<file path="config.mk">
export PLATFORM = sky130hd
export DESIGN_NAME = ipv4_tcp_udp_checksum_verify
export DESIGN_NICKNAME = d
export VERILOG_FILES = /design/src/rtl/itucv_pkg.sv /design/src/rtl/itucv_front.sv /design/src/rtl/itucv_fifo.sv /design/src/rtl/itucv_back.sv /design/src/rtl/ipv4_tcp_udp_checksum_verify.sv
export VERILOG_INCLUDE_DIRS = /design/src /design/src/rtl
export SDC_FILE = /design/constraint.sdc
export NUM_CORES = 1
export LEC_CHECK = 0
export CAP_MARGIN = 20
export CORE_MARGIN = 3
export CORE_UTILIZATION = 36
export DETAILED_ROUTE_END_ITERATION = 10
export DONT_BUFFER_PORTS = 1
export SLEW_MARGIN = 20
export SYNTH_ARGS = -nofsm -noshare
export SYNTH_HDL_FRONTEND = slang
export SYNTH_SLANG_ARGS = --single-unit
</file>
<file path="constraint.sdc">
create_clock -name clk -period 11.55 [get_ports clk]
set_input_delay 1.155 -clock clk [delete_from_list [all_inputs] [get_ports clk]]
set_output_delay 1.155 -clock clk [all_outputs]
set_load 0.005 [all_outputs]
</file>
<file path="src/rtl/ipv4_tcp_udp_checksum_verify_defines.svh">
// Assertion macros shared by the checksum verifier RTL.
// Each file that asserts includes this header; it depends on nothing else.
`ifndef IPV4_TCP_UDP_CHECKSUM_VERIFY_DEFINES_SVH
`define IPV4_TCP_UDP_CHECKSUM_VERIFY_DEFINES_SVH

// Plain property, sampled on clk, off while rst_n is low.
`define ITUCV_ASSERT(lbl, prop, msg) \
  lbl: assert property (@(posedge clk) disable iff (!rst_n) (prop)) else $error(msg);

// Same-cycle implication, sampled on clk, off while rst_n is low.
`define ITUCV_ASSERT_IMP(lbl, ante, cons, msg) \
  lbl: assert property (@(posedge clk) disable iff (!rst_n) (ante) |-> (cons)) \
    else $error(msg);

`endif

</file>
<file path="src/rtl/itucv_pkg.sv">
// Shared types, constants and the end-around-carry adder of the checksum verifier.
// Used by every module of the block; depends on nothing.
`timescale 1ns / 1ps

package itucv_pkg;

  localparam int MAX_FRAME_BYTES = 65535;

  localparam logic [15:0] ETH_TYPE_IPV4 = 16'h0800;
  localparam logic [15:0] ETH_TYPE_ARP  = 16'h0806;
  localparam logic [7:0]  IP_PROTO_UDP  = 8'd17;
  localparam logic [7:0]  IP_PROTO_TCP  = 8'd6;
  localparam logic [3:0]  IP_MIN_IHL    = 4'd5;
  localparam logic [5:0]  IP_MIN_HDR_BYTES = 6'd20;
  localparam logic [15:0] UDP_MIN_LEN   = 16'd8;
  localparam logic [15:0] ETH_HDR_BYTES = 16'd14;

  // Frame byte offsets
  localparam logic [15:0] OFF_ETYPE_HI   = 16'd12;
  localparam logic [15:0] OFF_ETYPE_LO   = 16'd13;
  localparam logic [15:0] OFF_IP_VER_IHL = 16'd14;
  localparam logic [15:0] OFF_TLEN_HI    = 16'd16;
  localparam logic [15:0] OFF_TLEN_LO    = 16'd17;
  localparam logic [15:0] OFF_PROTO      = 16'd23;
  localparam logic [15:0] OFF_IPSUM_HI   = 16'd24;
  localparam logic [15:0] OFF_IPSUM_LO   = 16'd25;
  localparam logic [15:0] OFF_ADDR_FIRST = 16'd26;
  localparam logic [15:0] OFF_ADDR_LAST  = 16'd33;

  // Offsets inside the UDP / TCP header
  localparam logic [15:0] UDP_REL_LEN_HI = 16'd4;
  localparam logic [15:0] UDP_REL_LEN_LO = 16'd5;
  localparam logic [15:0] UDP_REL_SUM_HI = 16'd6;
  localparam logic [15:0] UDP_REL_SUM_LO = 16'd7;
  localparam logic [15:0] TCP_REL_SUM_HI = 16'd16;
  localparam logic [15:0] TCP_REL_SUM_LO = 16'd17;

  localparam int FIFO_PTR_W = 2;
  localparam int FIFO_DEPTH = 1 << FIFO_PTR_W;
  localparam int FIFO_CNT_W = FIFO_PTR_W + 1;

  typedef enum logic [2:0] {
    CLS_OTHER    = 3'd0,
    CLS_ARP      = 3'd1,
    CLS_IP_OTHER = 3'd2,
    CLS_UDP      = 3'd3,
    CLS_TCP      = 3'd4
  } frame_class_t;

  // One queued beat: the lane word and where it goes; header fields ride along
  // and matter only on the last beat of a frame.
  typedef struct packed {
    logic [15:0] word;
    logic        ip_add;
    logic        l4_add;
    logic        last;
    logic [15:0] n_bytes;
    logic [15:0] ethertype;
    logic [3:0]  ihl;
    logic [7:0]  protocol;
    logic [15:0] total_len;
    logic [15:0] udp_len;
    logic [15:0] ip_sum;
    logic [15:0] l4_sum;
  } cmd_t;

  function automatic logic [15:0] oc_add(input logic [15:0] a, input logic [15:0] b);
    logic [16:0] s;
    s = {1'b0, a} + {1'b0, b};
    return s[15:0] + {15'd0, s[16]};
  endfunction

endpackage

</file>
<file path="src/rtl/itucv_front.sv">
// Front end: counts frame bytes, captures header fields and decides per beat
// which running sums take the byte. Depends on itucv_pkg.
`timescale 1ns / 1ps

module itucv_front (
  input  logic              clk,
  input  logic              rst_n,
  input  logic              in_valid,
  output logic              in_ready,
  input  logic [7:0]        in_data_byte,
  input  logic              in_last_byte,
  input  logic              fifo_full,
  output logic              push,
  output itucv_pkg::cmd_t   push_cmd
);

  logic [15:0] byte_count_r, byte_count_nxt;
  logic [15:0] ethertype_r, ethertype_nxt;
  logic [3:0]  ihl_r, ihl_nxt;
  logic [7:0]  protocol_r, protocol_nxt;
  logic [15:0] total_len_r, total_len_nxt;
  logic [15:0] udp_len_r, udp_len_nxt;
  logic [15:0] ip_sum_r, ip_sum_nxt;
  logic [15:0] l4_sum_r, l4_sum_nxt;

  logic [15:0] off;
  logic        take;
  logic        is_ip;
  logic [5:0]  hdr_bytes;
  logic [15:0] hdr_end;
  logic        udp_k, tcp_k;
  logic        l4_on, seg_on, skip;
  logic [15:0] rel;
  logic [15:0] seg_len;
  logic [15:0] span;

  assign in_ready = !fifo_full;
  assign push     = in_valid && in_ready;
  assign off      = byte_count_r;

  always_comb begin
    take          = push && (byte_count_r < 16'(itucv_pkg::MAX_FRAME_BYTES));
    byte_count_nxt = take ? byte_count_r + 16'd1 : byte_count_r;
    ethertype_nxt = ethertype_r;
    ihl_nxt       = ihl_r;
    protocol_nxt  = protocol_r;
    total_len_nxt = total_len_r;
    udp_len_nxt   = udp_len_r;
    ip_sum_nxt    = ip_sum_r;
    l4_sum_nxt    = l4_sum_r;
    skip          = 1'b0;

    if (take && off == itucv_pkg::OFF_ETYPE_HI) begin
      ethertype_nxt = {in_data_byte, 8'h00};
    end
    if (take && off == itucv_pkg::OFF_ETYPE_LO) begin
      ethertype_nxt = {ethertype_r[15:8], ethertype_r[7:0] | in_data_byte};
    end

    is_ip = take && off >= itucv_pkg::OFF_IP_VER_IHL
            && ethertype_r == itucv_pkg::ETH_TYPE_IPV4;

    if (is_ip) begin
      if (off == itucv_pkg::OFF_IP_VER_IHL) ihl_nxt = in_data_byte[3:0];
      if (off == itucv_pkg::OFF_TLEN_HI) total_len_nxt = {in_data_byte, 8'h00};
      if (off == itucv_pkg::OFF_TLEN_LO) total_len_nxt = {total_len_r[15:8], in_data_byte};
      if (off == itucv_pkg::OFF_PROTO) protocol_nxt = in_data_byte;
      if (off == itucv_pkg::OFF_IPSUM_HI) ip_sum_nxt = {in_data_byte, 8'h00};
      if (off == itucv_pkg::OFF_IPSUM_LO) ip_sum_nxt = {ip_sum_r[15:8], in_data_byte};
    end

    hdr_bytes = {ihl_nxt, 2'b00};
    hdr_end   = itucv_pkg::OFF_IP_VER_IHL + {10'd0, hdr_bytes};
    udp_k     = ihl_nxt >= itucv_pkg::IP_MIN_IHL && protocol_nxt == itucv_pkg::IP_PROTO_UDP;
    tcp_k     = ihl_nxt >= itucv_pkg::IP_MIN_IHL && protocol_nxt == itucv_pkg::IP_PROTO_TCP;
    l4_on     = is_ip && off >= itucv_pkg::OFF_ADDR_FIRST && (udp_k || tcp_k);
    seg_on    = l4_on && off >= hdr_end;
    rel       = off - hdr_end;

    if (seg_on && udp_k) begin
      if (rel == itucv_pkg::UDP_REL_LEN_HI) udp_len_nxt = {in_data_byte, 8'h00};
      if (rel == itucv_pkg::UDP_REL_LEN_LO) udp_len_nxt = {udp_len_r[15:8], in_data_byte};
      if (rel == itucv_pkg::UDP_REL_SUM_HI) l4_sum_nxt = {in_data_byte, 8'h00};
      if (rel == itucv_pkg::UDP_REL_SUM_LO) l4_sum_nxt = {l4_sum_r[15:8], in_data_byte};
      skip = rel == itucv_pkg::UDP_REL_SUM_HI || rel == itucv_pkg::UDP_REL_SUM_LO;
    end
    if (seg_on && tcp_k) begin
      if (rel == itucv_pkg::TCP_REL_SUM_HI) l4_sum_nxt = {in_data_byte, 8'h00};
      if (rel == itucv_pkg::TCP_REL_SUM_LO) l4_sum_nxt = {l4_sum_r[15:8], in_data_byte};
      skip = rel == itucv_pkg::TCP_REL_SUM_HI || rel == itucv_pkg::TCP_REL_SUM_LO;
    end

    seg_len = total_len_nxt - {10'd0, hdr_bytes};
    if (udp_k) begin
      span = (udp_len_nxt < itucv_pkg::UDP_MIN_LEN) ? itucv_pkg::UDP_MIN_LEN : udp_len_nxt;
    end else begin
      span = seg_len;
    end

    push_cmd.word      = off[0] ? {8'h00, in_data_byte} : {in_data_byte, 8'h00};
    push_cmd.ip_add    = is_ip && off < hdr_end
                         && off != itucv_pkg::OFF_IPSUM_HI && off != itucv_pkg::OFF_IPSUM_LO;
    push_cmd.l4_add    = (l4_on && off <= itucv_pkg::OFF_ADDR_LAST)
                         || (seg_on && !skip && rel < span);
    push_cmd.last      = in_last_byte;
    push_cmd.n_bytes   = byte_count_nxt;
    push_cmd.ethertype = ethertype_nxt;
    push_cmd.ihl       = ihl_nxt;
    push_cmd.protocol  = protocol_nxt;
    push_cmd.total_len = total_len_nxt;
    push_cmd.udp_len   = udp_len_nxt;
    push_cmd.ip_sum    = ip_sum_nxt;
    push_cmd.l4_sum    = l4_sum_nxt;
  end

  // Drop all frame state once the last beat is queued.
  always_ff @(posedge clk) begin
    if (!rst_n || (push && in_last_byte)) begin
      byte_count_r <= '0;
      ethertype_r  <= '0;
      ihl_r        <= '0;
      protocol_r   <= '0;
      total_len_r  <= '0;
      udp_len_r    <= '0;
      ip_sum_r     <= '0;
      l4_sum_r     <= '0;
    end else begin
      byte_count_r <= byte_count_nxt;
      ethertype_r  <= ethertype_nxt;
      ihl_r        <= ihl_nxt;
      protocol_r   <= protocol_nxt;
      total_len_r  <= total_len_nxt;
      udp_len_r    <= udp_len_nxt;
      ip_sum_r     <= ip_sum_nxt;
      l4_sum_r     <= l4_sum_nxt;
    end
  end

endmodule

</file>
<file path="src/rtl/itucv_fifo.sv">
// Short beat queue between the front end and the summing back end.
// Depends on itucv_pkg and the assertion macros header.
`timescale 1ns / 1ps
`include "ipv4_tcp_udp_checksum_verify_defines.svh"

module itucv_fifo (
  input  logic            clk,
  input  logic            rst_n,
  input  logic            push,
  input  itucv_pkg::cmd_t push_data,
  output logic            full,
  input  logic            pop,
  output itucv_pkg::cmd_t pop_data,
  output logic            empty
);

  itucv_pkg::cmd_t                   mem_r [itucv_pkg::FIFO_DEPTH];
  logic [itucv_pkg::FIFO_PTR_W-1:0]  wr_ptr_r, rd_ptr_r;
  logic [itucv_pkg::FIFO_CNT_W-1:0]  count_r, count_nxt;

  assign full     = count_r == itucv_pkg::FIFO_CNT_W'(itucv_pkg::FIFO_DEPTH);
  assign empty    = count_r == '0;
  assign pop_data = mem_r[rd_ptr_r];

  always_comb begin
    count_nxt = count_r;
    if (push && !pop) count_nxt = count_r + itucv_pkg::FIFO_CNT_W'(1);
    if (pop && !push) count_nxt = count_r - itucv_pkg::FIFO_CNT_W'(1);
  end

  always_ff @(posedge clk) begin
    if (!rst_n) begin
      wr_ptr_r <= '0;
      rd_ptr_r <= '0;
      count_r  <= '0;
    end else begin
      if (push) wr_ptr_r <= wr_ptr_r + itucv_pkg::FIFO_PTR_W'(1);
      if (pop)  rd_ptr_r <= rd_ptr_r + itucv_pkg::FIFO_PTR_W'(1);
      count_r <= count_nxt;
    end
  end

  always_ff @(posedge clk) begin
    if (push) begin
      mem_r[wr_ptr_r] <= push_data;
    end
  end

  `ITUCV_ASSERT(a_fifo_count_range, count_r <= itucv_pkg::FIFO_CNT_W'(itucv_pkg::FIFO_DEPTH), "queue count above depth")
  `ITUCV_ASSERT_IMP(a_fifo_empty_ptrs, count_r == '0, rd_ptr_r == wr_ptr_r, "empty queue with split pointers")
  `ITUCV_ASSERT_IMP(a_fifo_push_room, push, !full, "beat pushed into a full queue")

endmodule

</file>
<file path="src/rtl/itucv_back.sv">
// Back end: runs the two end-around-carry sums, then finishes one result per
// frame through two stages into the output register. Depends on itucv_pkg and
// the assertion macros header.
`timescale 1ns / 1ps
`include "ipv4_tcp_udp_checksum_verify_defines.svh"

module itucv_back (
  input  logic            clk,
  input  logic            rst_n,
  input  logic            fifo_empty,
  input  itucv_pkg::cmd_t fifo_data,
  output logic            fifo_pop,
  output logic            out_valid,
  input  logic            out_ready,
  output logic [2:0]      out_frame_class,
  output logic [5:0]      out_ip_header_bytes,
  output logic [15:0]     out_ip_sum_received,
  output logic [15:0]     out_ip_sum_computed,
  output logic [15:0]     out_l4_sum_received,
  output logic [15:0]     out_l4_sum_computed,
  output logic [15:0]     out_l4_length,
  output logic            out_truncated
);

  typedef struct packed {
    logic [15:0] ip_acc;
    logic [15:0] l4_acc;
    logic [15:0] n_bytes;
    logic [15:0] ethertype;
    logic [3:0]  ihl;
    logic [7:0]  protocol;
    logic [15:0] total_len;
    logic [15:0] udp_len;
    logic [15:0] ip_sum;
    logic [15:0] l4_sum;
  } fin1_t;

  typedef struct packed {
    itucv_pkg::frame_class_t cls;
    logic        short_frame;
    logic        is_ip;
    logic        is_l4;
    logic [5:0]  hdr_bytes;
    logic [15:0] ip_sum;
    logic [15:0] ip_calc;
    logic [15:0] l4_sum;
    logic [15:0] l4_pre;
    logic [15:0] seg_len;
    logic [15:0] span;
    logic [6:0]  need_hdr;
    logic [15:0] n_bytes;
  } fin2_t;

  typedef struct packed {
    itucv_pkg::frame_class_t cls;
    logic [5:0]  hdr_bytes;
    logic [15:0] ip_sum;
    logic [15:0] ip_calc;
    logic [15:0] l4_sum;
    logic [15:0] l4_calc;
    logic [15:0] l4_len;
    logic        trunc;
  } res_t;

  logic [15:0] ip_acc_r, l4_acc_r;
  logic [15:0] ip_acc_nxt, l4_acc_nxt;
  logic        stage_en;
  logic        pop_last;
  logic        f1_valid_r, f2_valid_r, out_valid_r;
  fin1_t       f1_r, f1_nxt;
  fin2_t       f2_r, f2_nxt;
  res_t        out_r, out_nxt;
  logic        udp_k, tcp_k, is_arp;
  logic [16:0] need_l4;
  logic [16:0] need;

  // Everything past the accumulators moves only while the output can take a result.
  assign stage_en = !out_valid_r || out_ready;
  assign fifo_pop = !fifo_empty && (!fifo_data.last || stage_en);
  assign pop_last = fifo_pop && fifo_data.last;

  always_comb begin
    ip_acc_nxt = fifo_data.ip_add ? itucv_pkg::oc_add(ip_acc_r, fifo_data.word) : ip_acc_r;
    l4_acc_nxt = fifo_data.l4_add ? itucv_pkg::oc_add(l4_acc_r, fifo_data.word) : l4_acc_r;

    f1_nxt.ip_acc    = ip_acc_nxt;
    f1_nxt.l4_acc    = l4_acc_nxt;
    f1_nxt.n_bytes   = fifo_data.n_bytes;
    f1_nxt.ethertype = fifo_data.ethertype;
    f1_nxt.ihl       = fifo_data.ihl;
    f1_nxt.protocol  = fifo_data.protocol;
    f1_nxt.total_len = fifo_data.total_len;
    f1_nxt.udp_len   = fifo_data.udp_len;
    f1_nxt.ip_sum    = fifo_data.ip_sum;
    f1_nxt.l4_sum    = fifo_data.l4_sum;
  end

  // Classify and start the pseudo-header fold.
  always_comb begin
    f2_nxt.short_frame = f1_r.n_bytes < itucv_pkg::ETH_HDR_BYTES;
    f2_nxt.is_ip = !f2_nxt.short_frame && f1_r.ethertype == itucv_pkg::ETH_TYPE_IPV4;
    is_arp       = !f2_nxt.short_frame && f1_r.ethertype == itucv_pkg::ETH_TYPE_ARP;
    udp_k = f2_nxt.is_ip && f1_r.ihl >= itucv_pkg::IP_MIN_IHL
            && f1_r.protocol == itucv_pkg::IP_PROTO_UDP;
    tcp_k = f2_nxt.is_ip && f1_r.ihl >= itucv_pkg::IP_MIN_IHL
            && f1_r.protocol == itucv_pkg::IP_PROTO_TCP;
    f2_nxt.is_l4 = udp_k || tcp_k;

    priority if (udp_k) begin
      f2_nxt.cls = itucv_pkg::CLS_UDP;
    end else if (tcp_k) begin
      f2_nxt.cls = itucv_pkg::CLS_TCP;
    end else if (f2_nxt.is_ip) begin
      f2_nxt.cls = itucv_pkg::CLS_IP_OTHER;
    end else if (is_arp) begin
      f2_nxt.cls = itucv_pkg::CLS_ARP;
    end else begin
      f2_nxt.cls = itucv_pkg::CLS_OTHER;
    end

    f2_nxt.hdr_bytes = {f1_r.ihl, 2'b00};
    f2_nxt.ip_sum    = f1_r.ip_sum;
    f2_nxt.ip_calc   = ~f1_r.ip_acc;
    f2_nxt.l4_sum    = f1_r.l4_sum;
    f2_nxt.l4_pre    = itucv_pkg::oc_add(f1_r.l4_acc, {8'h00, f1_r.protocol});
    f2_nxt.seg_len   = f1_r.total_len - {10'd0, f2_nxt.hdr_bytes};
    if (udp_k) begin
      f2_nxt.span = (f1_r.udp_len < itucv_pkg::UDP_MIN_LEN) ? itucv_pkg::UDP_MIN_LEN
                                                            : f1_r.udp_len;
    end else begin
      f2_nxt.span = f2_nxt.seg_len;
    end
    f2_nxt.need_hdr = 7'(itucv_pkg::ETH_HDR_BYTES)
                      + {1'b0, (f2_nxt.hdr_bytes < itucv_pkg::IP_MIN_HDR_BYTES)
                               ? itucv_pkg::IP_MIN_HDR_BYTES : f2_nxt.hdr_bytes};
    f2_nxt.n_bytes = f1_r.n_bytes;
  end

  // Close the sum, check length, zero what the class does not report.
  always_comb begin
    need_l4 = 17'(itucv_pkg::ETH_HDR_BYTES) + 17'(f2_r.hdr_bytes) + {1'b0, f2_r.span};
    need    = f2_r.is_l4 ? need_l4 : {10'd0, f2_r.need_hdr};

    out_nxt.cls       = f2_r.cls;
    out_nxt.hdr_bytes = f2_r.is_ip ? f2_r.hdr_bytes : '0;
    out_nxt.ip_sum    = f2_r.is_ip ? f2_r.ip_sum : '0;
    out_nxt.ip_calc   = f2_r.is_ip ? f2_r.ip_calc : '0;
    out_nxt.l4_sum    = f2_r.is_l4 ? f2_r.l4_sum : '0;
    out_nxt.l4_calc   = f2_r.is_l4 ? ~itucv_pkg::oc_add(f2_r.l4_pre, f2_r.seg_len) : '0;
    out_nxt.l4_len    = f2_r.is_l4 ? f2_r.seg_len : '0;
    out_nxt.trunc     = f2_r.short_frame || (f2_r.is_ip && ({1'b0, f2_r.n_bytes} < need));
  end

  always_ff @(posedge clk) begin
    if (!rst_n) begin
      ip_acc_r <= '0;
      l4_acc_r <= '0;
    end else if (fifo_pop) begin
      ip_acc_r <= fifo_data.last ? '0 : ip_acc_nxt;
      l4_acc_r <= fifo_data.last ? '0 : l4_acc_nxt;
    end
  end

  always_ff @(posedge clk) begin
    if (!rst_n) begin
      f1_valid_r  <= 1'b0;
      f2_valid_r  <= 1'b0;
      out_valid_r <= 1'b0;
    end else if (stage_en) begin
      f1_valid_r  <= pop_last;
      f2_valid_r  <= f1_valid_r;
      out_valid_r <= f2_valid_r;
    end
  end

  always_ff @(posedge clk) begin
    if (stage_en) begin
      f1_r  <= f1_nxt;
      f2_r  <= f2_nxt;
      out_r <= out_nxt;
    end
  end

  assign out_valid           = out_valid_r;
  assign out_frame_class     = out_r.cls;
  assign out_ip_header_bytes = out_r.hdr_bytes;
  assign out_ip_sum_received = out_r.ip_sum;
  assign out_ip_sum_computed = out_r.ip_calc;
  assign out_l4_sum_received = out_r.l4_sum;
  assign out_l4_sum_computed = out_r.l4_calc;
  assign out_l4_length       = out_r.l4_len;
  assign out_truncated       = out_r.trunc;

  `ITUCV_ASSERT_IMP(a_back_out_from_pipe, $rose(out_valid_r), $past(f2_valid_r), "result without a finished frame")
  `ITUCV_ASSERT_IMP(a_back_l4_zero, out_valid_r && out_r.cls != itucv_pkg::CLS_UDP && out_r.cls != itucv_pkg::CLS_TCP, out_r.l4_len == '0 && out_r.l4_sum == '0 && out_r.l4_calc == '0, "segment fields set on a frame with no segment sum")
  `ITUCV_ASSERT_IMP(a_back_out_hold, $past(rst_n && out_valid_r && !out_ready), out_valid_r && $stable(out_r), "result dropped or changed while stalled")

endmodule

</file>
<file path="src/rtl/ipv4_tcp_udp_checksum_verify.sv">
// Byte-stream IPv4 / UDP / TCP checksum verifier, top level.
// Uses itucv_pkg, itucv_front, itucv_fifo and itucv_back.
//
// Feed an Ethernet frame one byte per beat, destination address first, with
// in_last_byte on the final byte. The block sustains one byte per clock: each
// byte costs one 16-bit end-around add in the back end, and the front end
// decides which sums it joins in the same cycle it is accepted. A four-entry
// beat queue separates the two, so input keeps flowing while a result waits
// on out_ready; input stalls only once the queue fills behind an untaken
// result. Each frame gives exactly one result; its last byte goes through the
// queue write, the final sums into the first finishing stage, the second
// finishing stage and the output register. Bytes past offset 65534 are
// ignored but the frame still ends on its last mark.
`timescale 1ns / 1ps

module ipv4_tcp_udp_checksum_verify (
  input  logic        clk,
  input  logic        rst_n,
  input  logic        in_valid,
  output logic        in_ready,
  input  logic [7:0]  in_data_byte,
  input  logic        in_last_byte,
  output logic        out_valid,
  input  logic        out_ready,
  output logic [2:0]  out_frame_class,
  output logic [5:0]  out_ip_header_bytes,
  output logic [15:0] out_ip_sum_received,
  output logic [15:0] out_ip_sum_computed,
  output logic [15:0] out_l4_sum_received,
  output logic [15:0] out_l4_sum_computed,
  output logic [15:0] out_l4_length,
  output logic        out_truncated
);

  logic            fifo_full;
  logic            fifo_empty;
  logic            push;
  logic            pop;
  itucv_pkg::cmd_t push_cmd;
  itucv_pkg::cmd_t pop_cmd;

  itucv_front u_front (
    .clk          (clk),
    .rst_n        (rst_n),
    .in_valid     (in_valid),
    .in_ready     (in_ready),
    .in_data_byte (in_data_byte),
    .in_last_byte (in_last_byte),
    .fifo_full    (fifo_full),
    .push         (push),
    .push_cmd     (push_cmd)
  );

  itucv_fifo u_fifo (
    .clk       (clk),
    .rst_n     (rst_n),
    .push      (push),
    .push_data (push_cmd),
    .full      (fifo_full),
    .pop       (pop),
    .pop_data  (pop_cmd),
    .empty     (fifo_empty)
  );

  itucv_back u_back (
    .clk                 (clk),
    .rst_n               (rst_n),
    .fifo_empty          (fifo_empty),
    .fifo_data           (pop_cmd),
    .fifo_pop            (pop),
    .out_valid           (out_valid),
    .out_ready           (out_ready),
    .out_frame_class     (out_frame_class),
    .out_ip_header_bytes (out_ip_header_bytes),
    .out_ip_sum_received (out_ip_sum_received),
    .out_ip_sum_computed (out_ip_sum_computed),
    .out_l4_sum_received (out_l4_sum_received),
    .out_l4_sum_computed (out_l4_sum_computed),
    .out_l4_length       (out_l4_length),
    .out_truncated       (out_truncated)
  );

endmodule

</file>
==> impl_metrics.ini <==
[floorplanning]
pin_count = 105
start_util_pct = 36.47
dieArea_um2 = 124400
fp.dieW_um = 352.8
die_y_um = 352.8
core-area_um2 = 118700
num_rows = 126

[timing]
fin_setup_tns_ns = 0
setup-violations-final = 0
rsz0062_at_grt = no
worstMarginPinSlew_ns = 1.082
fin_skew_ns = 0.05472
slew_viol_final = 0
finalCritPeriodShare_pct = 72.28
min_period_ns = 8.348
maxSlewHeadroom_pct = 27.21
hold_viol_final = 0
fmax_mhz = 119.8

[outcome]
status = complete, no violations

[cells_and_area]
syn2layout_area_growth_pct = 11.90
final_common_cell = edfxtp_1
largest_register_ffs = 508
top_register = u_fifo.mem_r
layout_top_registers = u_fifo.mem_r (508), u_back.f1_r (140), u_back.f2_r (127)
fin_util_pct = 40.81
final_nets = 3060
mostFrequentLayoutCells = edfxtp_1, nor2_1, and2_1
fin_cells = 4602
fillers = 10730
final_layout_size_suffix_gt1_share_pct = 12.63
fin_area_um2 = 48440

[setup_path]
cpPeakStageDelay_ns = 0.77
cp-start-kind = flip-flop
cp_data_arrival_time_ns = 8.83
worstPathRequired_ns = 12.04
r2r_cells = 29
path_class = flip-flop to flip-flop
cp_slowest_cell = or4_1
cp_max_fo = 12
r2r_start = u_fifo.count_r[0]
r2r_slack_ns = 3.20
timing.rr.end = u_fifo.mem_r[0][109]
critPathCaptureType = flip-flop

[power_and_ir_drop]
power.internal_mw = 8.078
p_per_area_nw_per_um2 = 241.2
irDropWorstVdd_v = 0.0001429
p_leak_nw = 17.48
p_switching_mw = 3.608
combinationalPowerShare_pct = 27.4
seqPwrFrac_pct = 45.2
swShare_pct = 30.87
clock_power_share_pct = 27.4

[clock_network]
clk_pin_slew_worst_paths_ns = 0.06
cts_resized = 0
cts_root_buf = clkbuf_16
cts_tree = built
htreeDepth = 3
clk_latency_ns = 0.69
cts_sinks = 1015
cts_setup_buffers = 0
ctsLongestPathBuffers = 3
postCtsHoldBufs = 0
numCtsBuffers = 101

[synth]
synth_area_leader_cell = edfxtp_1
synth_seq_cells = 1015
synth_area_per_cell_um2 = 14.96
synth_area_um2 = 43290
synthCells = 2893
synth_cell_types = 83
synth_top_area_share_pct = 59.86
async_flop_share_pct = 0
synth-main-ff-cell = edfxtp_1
synth_edf_count = 863
seq_area_frac_synth_pct = 66.89
yosysWarningCount = 0
synthTopCellsByArea = edfxtp_1, dfxtp_1, mux4_2

[drt]
antenna_left = 0
avgViaCountPerCell = 5.062
drt_pass1_iterations = 5
drc = 0
drt_wl_total_um = 92840
num_vias = 23290
routedWlPerCell_um = 20.17
drt_iter0_drc = 1720

[place]
port_buffers = 0
dp_cells = 4409
place.gp.congestion = 0.8570
placed_cell_area_um2 = 45130
post-dp-hpwl_um = 59960

[global_route]
antenna_found_initial = 4
overflow = 0
grt_pass1_vias = 22850
grt_util_all_layers_pct = 14.67
grt_pass1_wl_um = 141300
grt_max_degree = 169

[hold_path]
min-delay-start = u_back.f1_r[25]
hold_path_depth = 0
holdCritPathClass = flip-flop to flip-flop
holdPathEnd = u_back.f2_r[112]

[job]
cap_viol_max_count = 0
worst max-delay path: cells and delay by family (launching register included):
kind,cells,cell delay [ns]
flops,1,0.38
compound gates,13,2.89
simple gates,10,3.26
buf+inv,3,0.39
mux,1,0.58
fa+ha+maj,2,0.61
power groups by stage:
stage | combinational (mW) | clock, mW | sequential [mW]
after detailed placement | 3.23 | 0 | 5.37
final | 3.21 | 3.20 | 5.28
after CTS | 3.26 | 3.29 | 5.29
after global placement | 3.21 | 0 | 5.35
after global routing | 3.59 | 3.44 | 5.36
after floorplan | 2.50 | 0 | 5.20
through the flow:
stage                     setup WS (ns)  hold slack [ns]  power (mW)
after CTS                         3.249           0.4179       11.84
after floorplan                   2.668           0.4003       7.703
final                             3.202           0.4183       11.69
after global placement            3.080           0.4015       8.561
after detailed placement          2.956           0.4051       8.599
after global routing              2.467           0.4202       12.39
how the worst max path moves through the flow:
stage                                 start              endpoint  slack [ns]  cells after the start
floorplan                         out_ready        u_back.f1_r[0]        2.67                      3
global placement                   in_valid  u_fifo.mem_r[0][109]        3.08                     29
detailed placement                 in_valid  u_fifo.mem_r[1][109]        2.96                     29
CTS                       u_fifo.count_r[0]  u_fifo.mem_r[0][109]        3.25                     29
global route        u_front.byte_count_r[8]  u_fifo.mem_r[0][109]        2.47                     28
finish                    u_fifo.count_r[0]  u_fifo.mem_r[0][109]        3.20                     29
final cells by class:
type | count | area, µm² | share of cell area (%)
inverter | 93 | 356.6 | 0.7361
tap | 1600 | 2002 | 4.133
antenna | 2 | 5.005 | 0.01033
sequential | 1015 | 28970 | 59.79
multi-input combinational | 1670 | 13570 | 28.00
clock buffer | 138 | 2756 | 5.690
timing repair buffer | 32 | 272.8 | 0.5631
clock inverter | 52 | 518.0 | 1.069
kinds of logic after synthesis:
group,share of synthesized area (%)
compound gates,5.344
xor+xnor,3.257
fa+ha+maj,4.012
buf+inv,1.856
flops,66.89
mux,8.633
other cells,0.008662
simple gates,9.997
Yosys cell counts, drive strengths merged (32+ instances only):
cell type and count:
xnor2 97, inv 92, mux2 45, ha 126
nor2b 47, nor2 168, nor3 63, edfxtp 863
dfxtp 152, clkbuf 87, and2 173, nand3 61
o21ai 59, a21oi 107, xor2 64, nand2 139
mux2i 37, mux4 127, a21o 39, nor4 32
routing by layer:
layer  up-vias  global-route usage [%]  part of all wire, %
met4         0                   4.052                  2.3
met2       490                   22.61                   45
li1      11030                       -                    -
met5         -                       0                    0
met1     11640                   21.08                   48
met3       134                   3.021                  5.0
Note: power is estimated with default switching activity, not from simulation.
